--- config.mk ---
export PLATFORM = sky130hd
export DESIGN_NAME = multibyte_delimiter_deframer_flat
export DESIGN_NICKNAME = d
export VERILOG_FILES = /design/src/hw/rtl/mbdd_pkg.sv /design/src/hw/rtl/mbdd_req_if.sv /design/src/hw/rtl/mbdd_rsp_if.sv /design/src/hw/rtl/multibyte_delimiter_deframer.sv /design/src/flat_wrapper.sv
export SDC_FILE = /design/constraint.sdc
export NUM_CORES = 1
export LEC_CHECK = 0
export ABC_CLOCK_PERIOD_IN_PS = 10050
export BUFFER_PORTS_ARGS = -buffer_cell sky130_fd_sc_hd__buf_2
export CAP_MARGIN = 5
export CORE_AREA = 4 4 134 136
export DETAILED_ROUTE_END_ITERATION = 6
export DIE_AREA = 0 0 138 140
export PLACE_DENSITY = 0.93
export SYNTH_ARGS = -nofsm -noshare
export SYNTH_HDL_FRONTEND = slang
export SYNTH_SLANG_ARGS = --single-unit
export TNS_END_PERCENT = 10
--- constraint.sdc ---
create_clock -name clock -period 10.05 [get_ports clock]
set_input_delay 2.01 -clock clock [delete_from_list [all_inputs] [get_ports clock]]
set_output_delay 2.01 -clock clock [all_outputs]
set_load 0.005 [all_outputs]
--- src/hw/rtl/mbdd_pkg.sv ---
// Shared constants and register indexes for the multibyte delimiter deframer.
`timescale 1ns / 1ps
`default_nettype none

package mbdd_pkg;

   localparam int DATA_W     = 8;
   localparam int MSG_LEN_W  = 16;
   localparam int CSR_DATA_W = 64;
   localparam int CSR_IDX_W  = 1;
   localparam int LEN_W      = 4;

   typedef enum logic [CSR_IDX_W-1:0] {
      REG_DELIM_BYTES  = 1'b0,
      REG_DELIM_LENGTH = 1'b1
   } csr_index_type;

   localparam logic [CSR_DATA_W-1:0] DELIM_BYTES_RESET  = 64'd10;
   localparam logic [LEN_W-1:0]      DELIM_LENGTH_RESET = 4'd1;

endpackage

`default_nettype wire

--- src/hw/rtl/mbdd_req_if.sv ---
// Input byte channel of the deframer.
`timescale 1ns / 1ps
`default_nettype none

interface mbdd_req_if;
   logic                          valid;
   logic                          ready;
   logic [mbdd_pkg::DATA_W-1:0]   data_byte;

   modport source (output valid, output data_byte, input ready);
   modport sink   (input valid, input data_byte, output ready);
endinterface

`default_nettype wire

--- src/hw/rtl/mbdd_rsp_if.sv ---
// Result channel of the deframer: payload bytes and end-of-message markers.
`timescale 1ns / 1ps
`default_nettype none

interface mbdd_rsp_if;
   logic                             valid;
   logic                             ready;
   logic [mbdd_pkg::DATA_W-1:0]      payload_byte;
   logic                             has_byte;
   logic                             end_of_message;
   logic [mbdd_pkg::MSG_LEN_W-1:0]   message_length;

   modport source (output valid, output payload_byte, output has_byte,
                   output end_of_message, output message_length, input ready);
   modport sink   (input valid, input payload_byte, input has_byte,
                   input end_of_message, input message_length, output ready);
endinterface

`default_nettype wire

--- src/hw/rtl/multibyte_delimiter_deframer.sv ---
// Top level of the multibyte delimiter deframer.
`timescale 1ns / 1ps
`default_nettype none

// Splits a byte stream into messages ended by a programmable delimiter of 1 to
// MAX_DELIMITER bytes (csr index 0: pattern, first byte in bits 7:0; index 1:
// length). Each accepted byte enters a pending window; once the window holds
// the delimiter length, every item yields exactly one result: an end-of-message
// marker with the saturated message length when the oldest bytes equal the
// delimiter, else the oldest byte as payload. Delimiter bytes are stripped and
// matching restarts right after a match. One item is accepted per cycle; its
// result appears in the result register on the next cycle. The input stalls
// only while that register holds a result the sink has not taken. Program the
// registers only while the block is idle.
module multibyte_delimiter_deframer #(
   parameter int MAX_DELIMITER = 8,
   parameter int LENGTH_BITS   = 16
) (
   input  wire logic                               clock,
   input  wire logic                               reset,
   mbdd_req_if.sink                                req_stream,
   mbdd_rsp_if.source                              rsp_stream,
   input  wire logic                               csr_write_en,
   input  wire logic [mbdd_pkg::CSR_IDX_W-1:0]     csr_index,
   input  wire logic [mbdd_pkg::CSR_DATA_W-1:0]    csr_write_data
);

   localparam int DW    = mbdd_pkg::DATA_W;
   localparam int LW    = mbdd_pkg::LEN_W;
   localparam int MW    = mbdd_pkg::MSG_LEN_W;
   localparam int PW    = MAX_DELIMITER * DW;
   localparam int CNT_W = $clog2(MAX_DELIMITER + 1);
   localparam int EXT_W = (LENGTH_BITS > MW) ? LENGTH_BITS : MW;

   // configuration
   logic [PW-1:0]          delim_ff;
   logic [LW-1:0]          dlen_ff;
   logic [LW-1:0]          act_len;

   // window state
   logic [DW-1:0]          win_ff  [MAX_DELIMITER];
   logic [DW-1:0]          win_app [MAX_DELIMITER];
   logic [DW-1:0]          win_in  [MAX_DELIMITER];
   logic [CNT_W-1:0]       cnt_ff;
   logic [CNT_W-1:0]       cnt_app;
   logic [CNT_W-1:0]       cnt_in;
   logic [LENGTH_BITS-1:0] len_cnt_ff;
   logic [LENGTH_BITS-1:0] len_cnt_in;
   logic [EXT_W-1:0]       len_ext;
   logic [MW-1:0]          msg_len;

   // result register
   logic                   rsp_valid_ff;
   logic [DW-1:0]          pay_ff;
   logic                   has_ff;
   logic                   eom_ff;
   logic [MW-1:0]          mlen_ff;

   logic                   req_ready;
   logic                   take;
   logic                   full;
   logic                   match;
   logic                   load;

   assign req_ready        = !rsp_valid_ff || rsp_stream.ready;
   assign req_stream.ready = req_ready;
   assign take             = req_stream.valid && req_ready;

   always_comb begin
      if (dlen_ff == '0) begin
         act_len = LW'(1);
      end else if (dlen_ff > LW'(MAX_DELIMITER)) begin
         act_len = LW'(MAX_DELIMITER);
      end else begin
         act_len = dlen_ff;
      end
   end

   // append, compare and drop
   always_comb begin
      for (int k = 0; k < MAX_DELIMITER; k++) begin
         win_app[k] = (CNT_W'(k) == cnt_ff) ? req_stream.data_byte : win_ff[k];
      end
      cnt_app = cnt_ff + CNT_W'(1);
      full    = LW'(cnt_app) >= act_len;
      match   = 1'b1;
      for (int k = 0; k < MAX_DELIMITER; k++) begin
         if (LW'(k) < act_len && win_app[k] != delim_ff[DW*k +: DW]) begin
            match = 1'b0;
         end
      end

      len_ext = EXT_W'(len_cnt_ff);
      msg_len = (len_ext > EXT_W'({MW{1'b1}})) ? {MW{1'b1}} : len_ext[MW-1:0];

      win_in     = win_app;
      cnt_in     = cnt_app;
      len_cnt_in = len_cnt_ff;
      if (full && match) begin
         for (int k = 0; k < MAX_DELIMITER; k++) begin
            win_in[k] = '0;
            for (int s = 1; s <= MAX_DELIMITER; s++) begin
               if (LW'(s) == act_len && k + s < MAX_DELIMITER) begin
                  win_in[k] = win_app[k + s];
               end
            end
         end
         cnt_in     = cnt_app - CNT_W'(act_len);
         len_cnt_in = '0;
      end else if (full) begin
         for (int k = 0; k < MAX_DELIMITER; k++) begin
            win_in[k] = (k + 1 < MAX_DELIMITER) ? win_app[k + 1] : '0;
         end
         cnt_in = cnt_app - CNT_W'(1);
         if (len_cnt_ff != '1) begin
            len_cnt_in = len_cnt_ff + LENGTH_BITS'(1);
         end
      end
   end

   assign load = take && full;

   always_ff @(posedge clock) begin
      if (reset) begin
         delim_ff     <= mbdd_pkg::DELIM_BYTES_RESET[PW-1:0];
         dlen_ff      <= mbdd_pkg::DELIM_LENGTH_RESET;
         cnt_ff       <= '0;
         len_cnt_ff   <= '0;
         rsp_valid_ff <= 1'b0;
      end else begin
         if (csr_write_en) begin
            unique case (mbdd_pkg::csr_index_type'(csr_index))
               mbdd_pkg::REG_DELIM_BYTES:  delim_ff <= csr_write_data[PW-1:0];
               mbdd_pkg::REG_DELIM_LENGTH: dlen_ff  <= csr_write_data[LW-1:0];
            endcase
         end
         if (take) begin
            cnt_ff     <= cnt_in;
            len_cnt_ff <= len_cnt_in;
         end
         if (load) begin
            rsp_valid_ff <= 1'b1;
         end else if (rsp_stream.ready) begin
            rsp_valid_ff <= 1'b0;
         end
      end
   end

   always_ff @(posedge clock) begin
      if (take) begin
         win_ff <= win_in;
      end
      if (load) begin
         pay_ff  <= match ? '0 : win_app[0];
         has_ff  <= !match;
         eom_ff  <= match;
         mlen_ff <= match ? msg_len : '0;
      end
   end

   assign rsp_stream.valid          = rsp_valid_ff;
   assign rsp_stream.payload_byte   = pay_ff;
   assign rsp_stream.has_byte       = has_ff;
   assign rsp_stream.end_of_message = eom_ff;
   assign rsp_stream.message_length = mlen_ff;

`ifndef SYNTHESIS
   a_one_kind: assert property (@(posedge clock) disable iff (reset)
      rsp_valid_ff |-> (has_ff != eom_ff))
      else $error("result is neither payload nor marker exclusively");

   a_cnt_bound: assert property (@(posedge clock) disable iff (reset)
      cnt_ff <= CNT_W'(MAX_DELIMITER - 1))
      else $error("pending count exceeds window");

   a_stall: assert property (@(posedge clock) disable iff (reset)
      (rsp_valid_ff && !rsp_stream.ready) |-> !req_stream.ready)
      else $error("input taken while result held");

   a_marker_clears: assert property (@(posedge clock) disable iff (reset)
      (load && match) |=> (len_cnt_ff == '0 && eom_ff))
      else $error("length counter not cleared by marker");
`endif

endmodule

`default_nettype wire
--- src/flat_wrapper.sv ---
// flat-port wrapper written by rule: the top's interface ports become plain ports
module multibyte_delimiter_deframer_flat 
#(
   parameter int MAX_DELIMITER = 8,
   parameter int LENGTH_BITS   = 16
)
  (clock, reset, csr_write_en, csr_index, csr_write_data, req_stream_valid, req_stream_data_byte, req_stream_ready, rsp_stream_valid, rsp_stream_payload_byte, rsp_stream_has_byte, rsp_stream_end_of_message, rsp_stream_message_length, rsp_stream_ready);
  mbdd_req_if req_stream_i ();
  mbdd_rsp_if rsp_stream_i ();
  input  wire logic clock;
  input  wire logic reset;
  input  wire logic csr_write_en;
  input  wire logic [mbdd_pkg::CSR_IDX_W-1:0] csr_index;
  input  wire logic [mbdd_pkg::CSR_DATA_W-1:0] csr_write_data;
  input wire logic [$bits(req_stream_i.valid)-1:0] req_stream_valid;
  input wire logic [$bits(req_stream_i.data_byte)-1:0] req_stream_data_byte;
  output wire logic [$bits(req_stream_i.ready)-1:0] req_stream_ready;
  output wire logic [$bits(rsp_stream_i.valid)-1:0] rsp_stream_valid;
  output wire logic [$bits(rsp_stream_i.payload_byte)-1:0] rsp_stream_payload_byte;
  output wire logic [$bits(rsp_stream_i.has_byte)-1:0] rsp_stream_has_byte;
  output wire logic [$bits(rsp_stream_i.end_of_message)-1:0] rsp_stream_end_of_message;
  output wire logic [$bits(rsp_stream_i.message_length)-1:0] rsp_stream_message_length;
  input wire logic [$bits(rsp_stream_i.ready)-1:0] rsp_stream_ready;
  assign req_stream_i.valid = req_stream_valid;
  assign req_stream_i.data_byte = req_stream_data_byte;
  assign req_stream_ready = req_stream_i.ready;
  assign rsp_stream_valid = rsp_stream_i.valid;
  assign rsp_stream_payload_byte = rsp_stream_i.payload_byte;
  assign rsp_stream_has_byte = rsp_stream_i.has_byte;
  assign rsp_stream_end_of_message = rsp_stream_i.end_of_message;
  assign rsp_stream_message_length = rsp_stream_i.message_length;
  assign rsp_stream_i.ready = rsp_stream_ready;
  multibyte_delimiter_deframer #(.MAX_DELIMITER(MAX_DELIMITER), .LENGTH_BITS(LENGTH_BITS)) u_core (.clock(clock), .reset(reset), .req_stream(req_stream_i), .rsp_stream(rsp_stream_i), .csr_write_en(csr_write_en), .csr_index(csr_index), .csr_write_data(csr_write_data));
endmodule
==> metrics.md <==
| Metric | Value |
|---|---|
| Core footprint | 16,900 sq um |
| GRT Util Overall | 35.4% |
| Max Buffers Root-to-Sink | 2 |
| DRT antenna net count | 0 |
| Pre-CTS WS | 3720 ps |
| Status | finished, violations left |
| Crit. End Element | flop |
| CP Capture Point | u_core.win_ff[18] |
| Post_cts resized | 0 |
| CP required | 10,180 ps |
| Flops & latches, synth | 179 |
| Critical path cell sequence | inv_1, ha_1, nor3b_2, mux2i_1, o22a_1, nand4b_1, nor4_1, a21oi_2, nor2_4, inv_2, buf_4, o21ai_2, o221ai_1 |
| EDFF count, synth | 90 |
| Setup_tns | 0 ps |
| Worst Setup SP | u_core.cnt_ff[0] |
| Worst Tran Pin Value | 1220 ps |
| Max VDD drop | 0.136 mV |
| Root Buffer Master | clkbuf_16 |
| CTS tree | built |
| Final worst slack | 3830 ps |
| Clock sinks | 179 |
| Worst-path fanout max | 31 |
| Fraction of registers with async set/reset | 0% |
| Synth cell types | 66 |
| PortBufs | 105 |
| Hpwl dp | 23,300 microns |
| Gp weighted congestion | 1.01 |
| FF-to-FF setup slack | 3830 ps |
| Startpoint type of the worst setup path | flop |
| Min Clock Period, post-route | 6220 ps |
| # DRC | 35 |
| Hold_buf cts | 0 |
| CP Class | reg2reg |
| Critical Path Max Stage Delay | 920 ps |
| TritonCTS Buffers | 17 |
| Crit-path slowest cell | nor3b_2 |
| Total Wirelength | 35,400 microns |
| Die Ht | 140 microns |
| Crit share post-route | 61.8% |
| Initial antenna violation count | 0 |
| Core Util, Final | 70.6% |
| Register area share after synthesis | 42.1% |
| Worst r2r dst | u_core.win_ff[18] |
| MaxCap Viol Count | 0 |
| IO Pins | 106 |
| Starting Density | 63.0% |
| Largest net degree at the start of global routing | 75 |
| CP bufs+invs | 3 |
| DR vias | 10,652 |
| Pre-antenna DRT Iters | 7 |
| Failing checks | design-rule violations |
| Postcts setup bufs | 0 |
| Clk_lat worst skew | 450 ps |
| Global-route wire length before repair | 54,800 microns |
| Synthesized net count | 1,308 |
| PD cells | 197 nW/um^2 |
| RSZ-0062 raised after global routing | false |
| Mapped Avg Cell Area | 8.75 sq um |
| N_diodes | 0 |
| Rel. slew slack | 16.9% |
| Fillcell total | 1,291 |
| Slew Limit Fails | 0 |
| CTS clk-pin slew, worst paths | 70 ps |
| Wirelength per Cell | 23.4 microns |
| LEAKAGE | 0.00443 uW |
| Multi-input logic area | 5640 sq um |
| Vias in the first global route | 9,869 |
| Via density | 7.04 |
| Chip Width | 138 microns |
| Peak Freq | 161 MHz |
| Share of cells above drive strength 1 | 15.5% |
| Max H-tree Level | 4 |
| Synth-to-layout area growth | 12.1% |
| Delay-heaviest family, CP | simple AND/OR/NAND/NOR gates |
| Warnings, synthesis | 0 |
| Syn Inst Count | 1,219 |
| R2r worst-path depth | 13 |
| R2r startpoint | u_core.cnt_ff[0] |
| Critical path depth in cells | 13 |
| Area of the die | 19,300 sq um |
| Main synth FF type | edfxtp_1 |
| Skew final | 11.5 ps |
| Final setup viols | 0 |
| Final layout net count | 1,364 |
| Final Hold Fails | 0 |
| Worst min path class | reg2reg |
| 1st-iter DRT viols | 1,844 |
| GR Overflow Total | 0 |
| Worst Path Arrival | 6350 ps |
| Mapped cell area | 10,700 sq um |
| Final hold slack | 467 ps |
| Core Rows | 48 |
| Flip-flop and latch area | 4480 sq um |
cells by family (layout without fill, tap and decap cells):
group           Yosys count  count (layout)  synth area share (%)
compound gates          351             351                  21.9
fa+ha+maj                11              11                  1.36
simple gates            403             403                  17.0
xor+xnor                 51              51                  4.19
flops                   179             179                  42.1
mux                      82              82                  8.13
buf+inv                 142             211                  5.34
sequential cells by signal (all words and copies together) (netlist names):
signal,flops
u_core.cnt_ff,4
u_core.len_cnt_ff,16
u_core.rsp_stream.end_of_message,1
u_core.win_ff,64
u_core.rsp_stream.payload_byte,8
u_core.rsp_stream.valid,1
u_core.rsp_stream.has_byte,1
u_core.dlen_ff,4
u_core.rsp_stream.message_length,16
u_core.delim_ff,64
cells in the final DEF (no fill, tap or decap), types with 4 or more instances in the layout:
cell type  count
nor3_1        24
nand3_1       19
nand2b_1       7
a211oi_1      11
a21o_1         4
and3_1        10
buf_2        105
a31oi_1       22
nand4_1        4
o22ai_1       84
ha_1          10
a22oi_1        5
a2111oi_0      7
mux2_2         8
a311oi_1       4
clkbuf_16     18
dfxtp_1       89
nor2_1       103
o22a_1         8
a22o_1        10
buf_4         25
or4_1          8
xor2_1        12
a21oi_1       86
edfxtp_1      90
and2_1        16
o31a_1        13
a221oi_1      15
o21ai_1        4
inv_1         46
o221ai_1      14
nor2b_1        4
o21ai_0       29
nor3b_1        4
nor4_1        10
o31ai_1       16
mux2i_1       69
xnor2_1       39
nand2_1      175
worst min-delay path by stage:
stage	from	end	slack, ps	depth (start not counted)
2_1_floorplan	u_core.delim_ff[16]	u_core.delim_ff[16]	440	2
6_report	u_core.delim_ff[16]	u_core.delim_ff[16]	470	2
4_1_cts	u_core.delim_ff[16]	u_core.delim_ff[16]	470	2
3_3_place_gp	u_core.delim_ff[16]	u_core.delim_ff[16]	440	2
5_1_grt	u_core.delim_ff[37]	u_core.delim_ff[37]	490	2
3_5_place_dp	u_core.delim_ff[16]	u_core.delim_ff[16]	460	2
area by class of cell:
type	instances	share of cell area, %
clock inverters	11	1.32
repair buffers	130	5.97
inverters	49	1.54
well taps	225	2.36
multi-input cells	898	47.2
clock buffers	21	4.12
flip-flops and latches	179	37.5
cell usage after synthesis (5+ instances only):
cell,n,area [sq um]
nand2_1,175,657
nor2_1,103,387
edfxtp_1,90,2700
dfxtp_1,89,1780
a21oi_1,87,435
o22ai_1,84,526
mux2i_1,69,691
clkbuf_1,63,236
inv_1,46,173
xnor2_1,39,342
o21ai_0,29,145
nor3_1,24,120
a31oi_1,22,138
nand3_1,19,95.1
and2_1,17,106
o31ai_1,16,120
a221oi_1,15,131
buf_2,14,70.1
o221ai_1,14,123
o31a_1,13,114
buf_1,12,45.0
xor2_1,12,105
a211oi_1,11,82.6
a22o_1,10,87.6
and3_1,10,62.6
ha_1,10,125
nor4_1,10,62.6
mux2_2,8,90.1
nand2b_1,8,50.1
o22a_1,8,70.1
or4_1,8,60.1
a2111oi_0,7,61.3
a21o_1,5,37.5
a22oi_1,5,37.5
nor2b_1,5,31.3
through the flow:
step / instance area, sq um / power [uW] / instances
6_report: 11900 / 2360 / 1513
4_1_cts: 11900 / 2320 / 1513
3_3_place_gp: 11300 / 1570 / 1481
5_1_grt: 11900 / 2430 / 1513
2_1_floorplan: 10700 / 1390 / 1219
3_5_place_dp: 11300 / 1590 / 1481
metal layers:
layer | wire length [microns] | global-route usage, % | vias up
li1 | - | - | 4595
met1 | 13200 | 47.1 | 4882
met2 | 14800 | 52.0 | 958
met3 | 5350 | 12.2 | 215
met4 | 2010 | 16.4 | 2
met5 | 69 | 2.76 | -
where the power goes:
part           switching [uW]  internal, uW  leakage [uW]
Combinational             435           246       0.00250
Sequential               50.6           886       0.00160
Clock                     308           432      0.000324
Total                     794          1560       0.00443
worst min-delay path, cell delays in order, from the launching register on:
cell and delay [ps]:
dfxtp_1 320, nand2_1 50, a21oi_1 50
No activity file was read; power rests on OpenSTA's default activity.
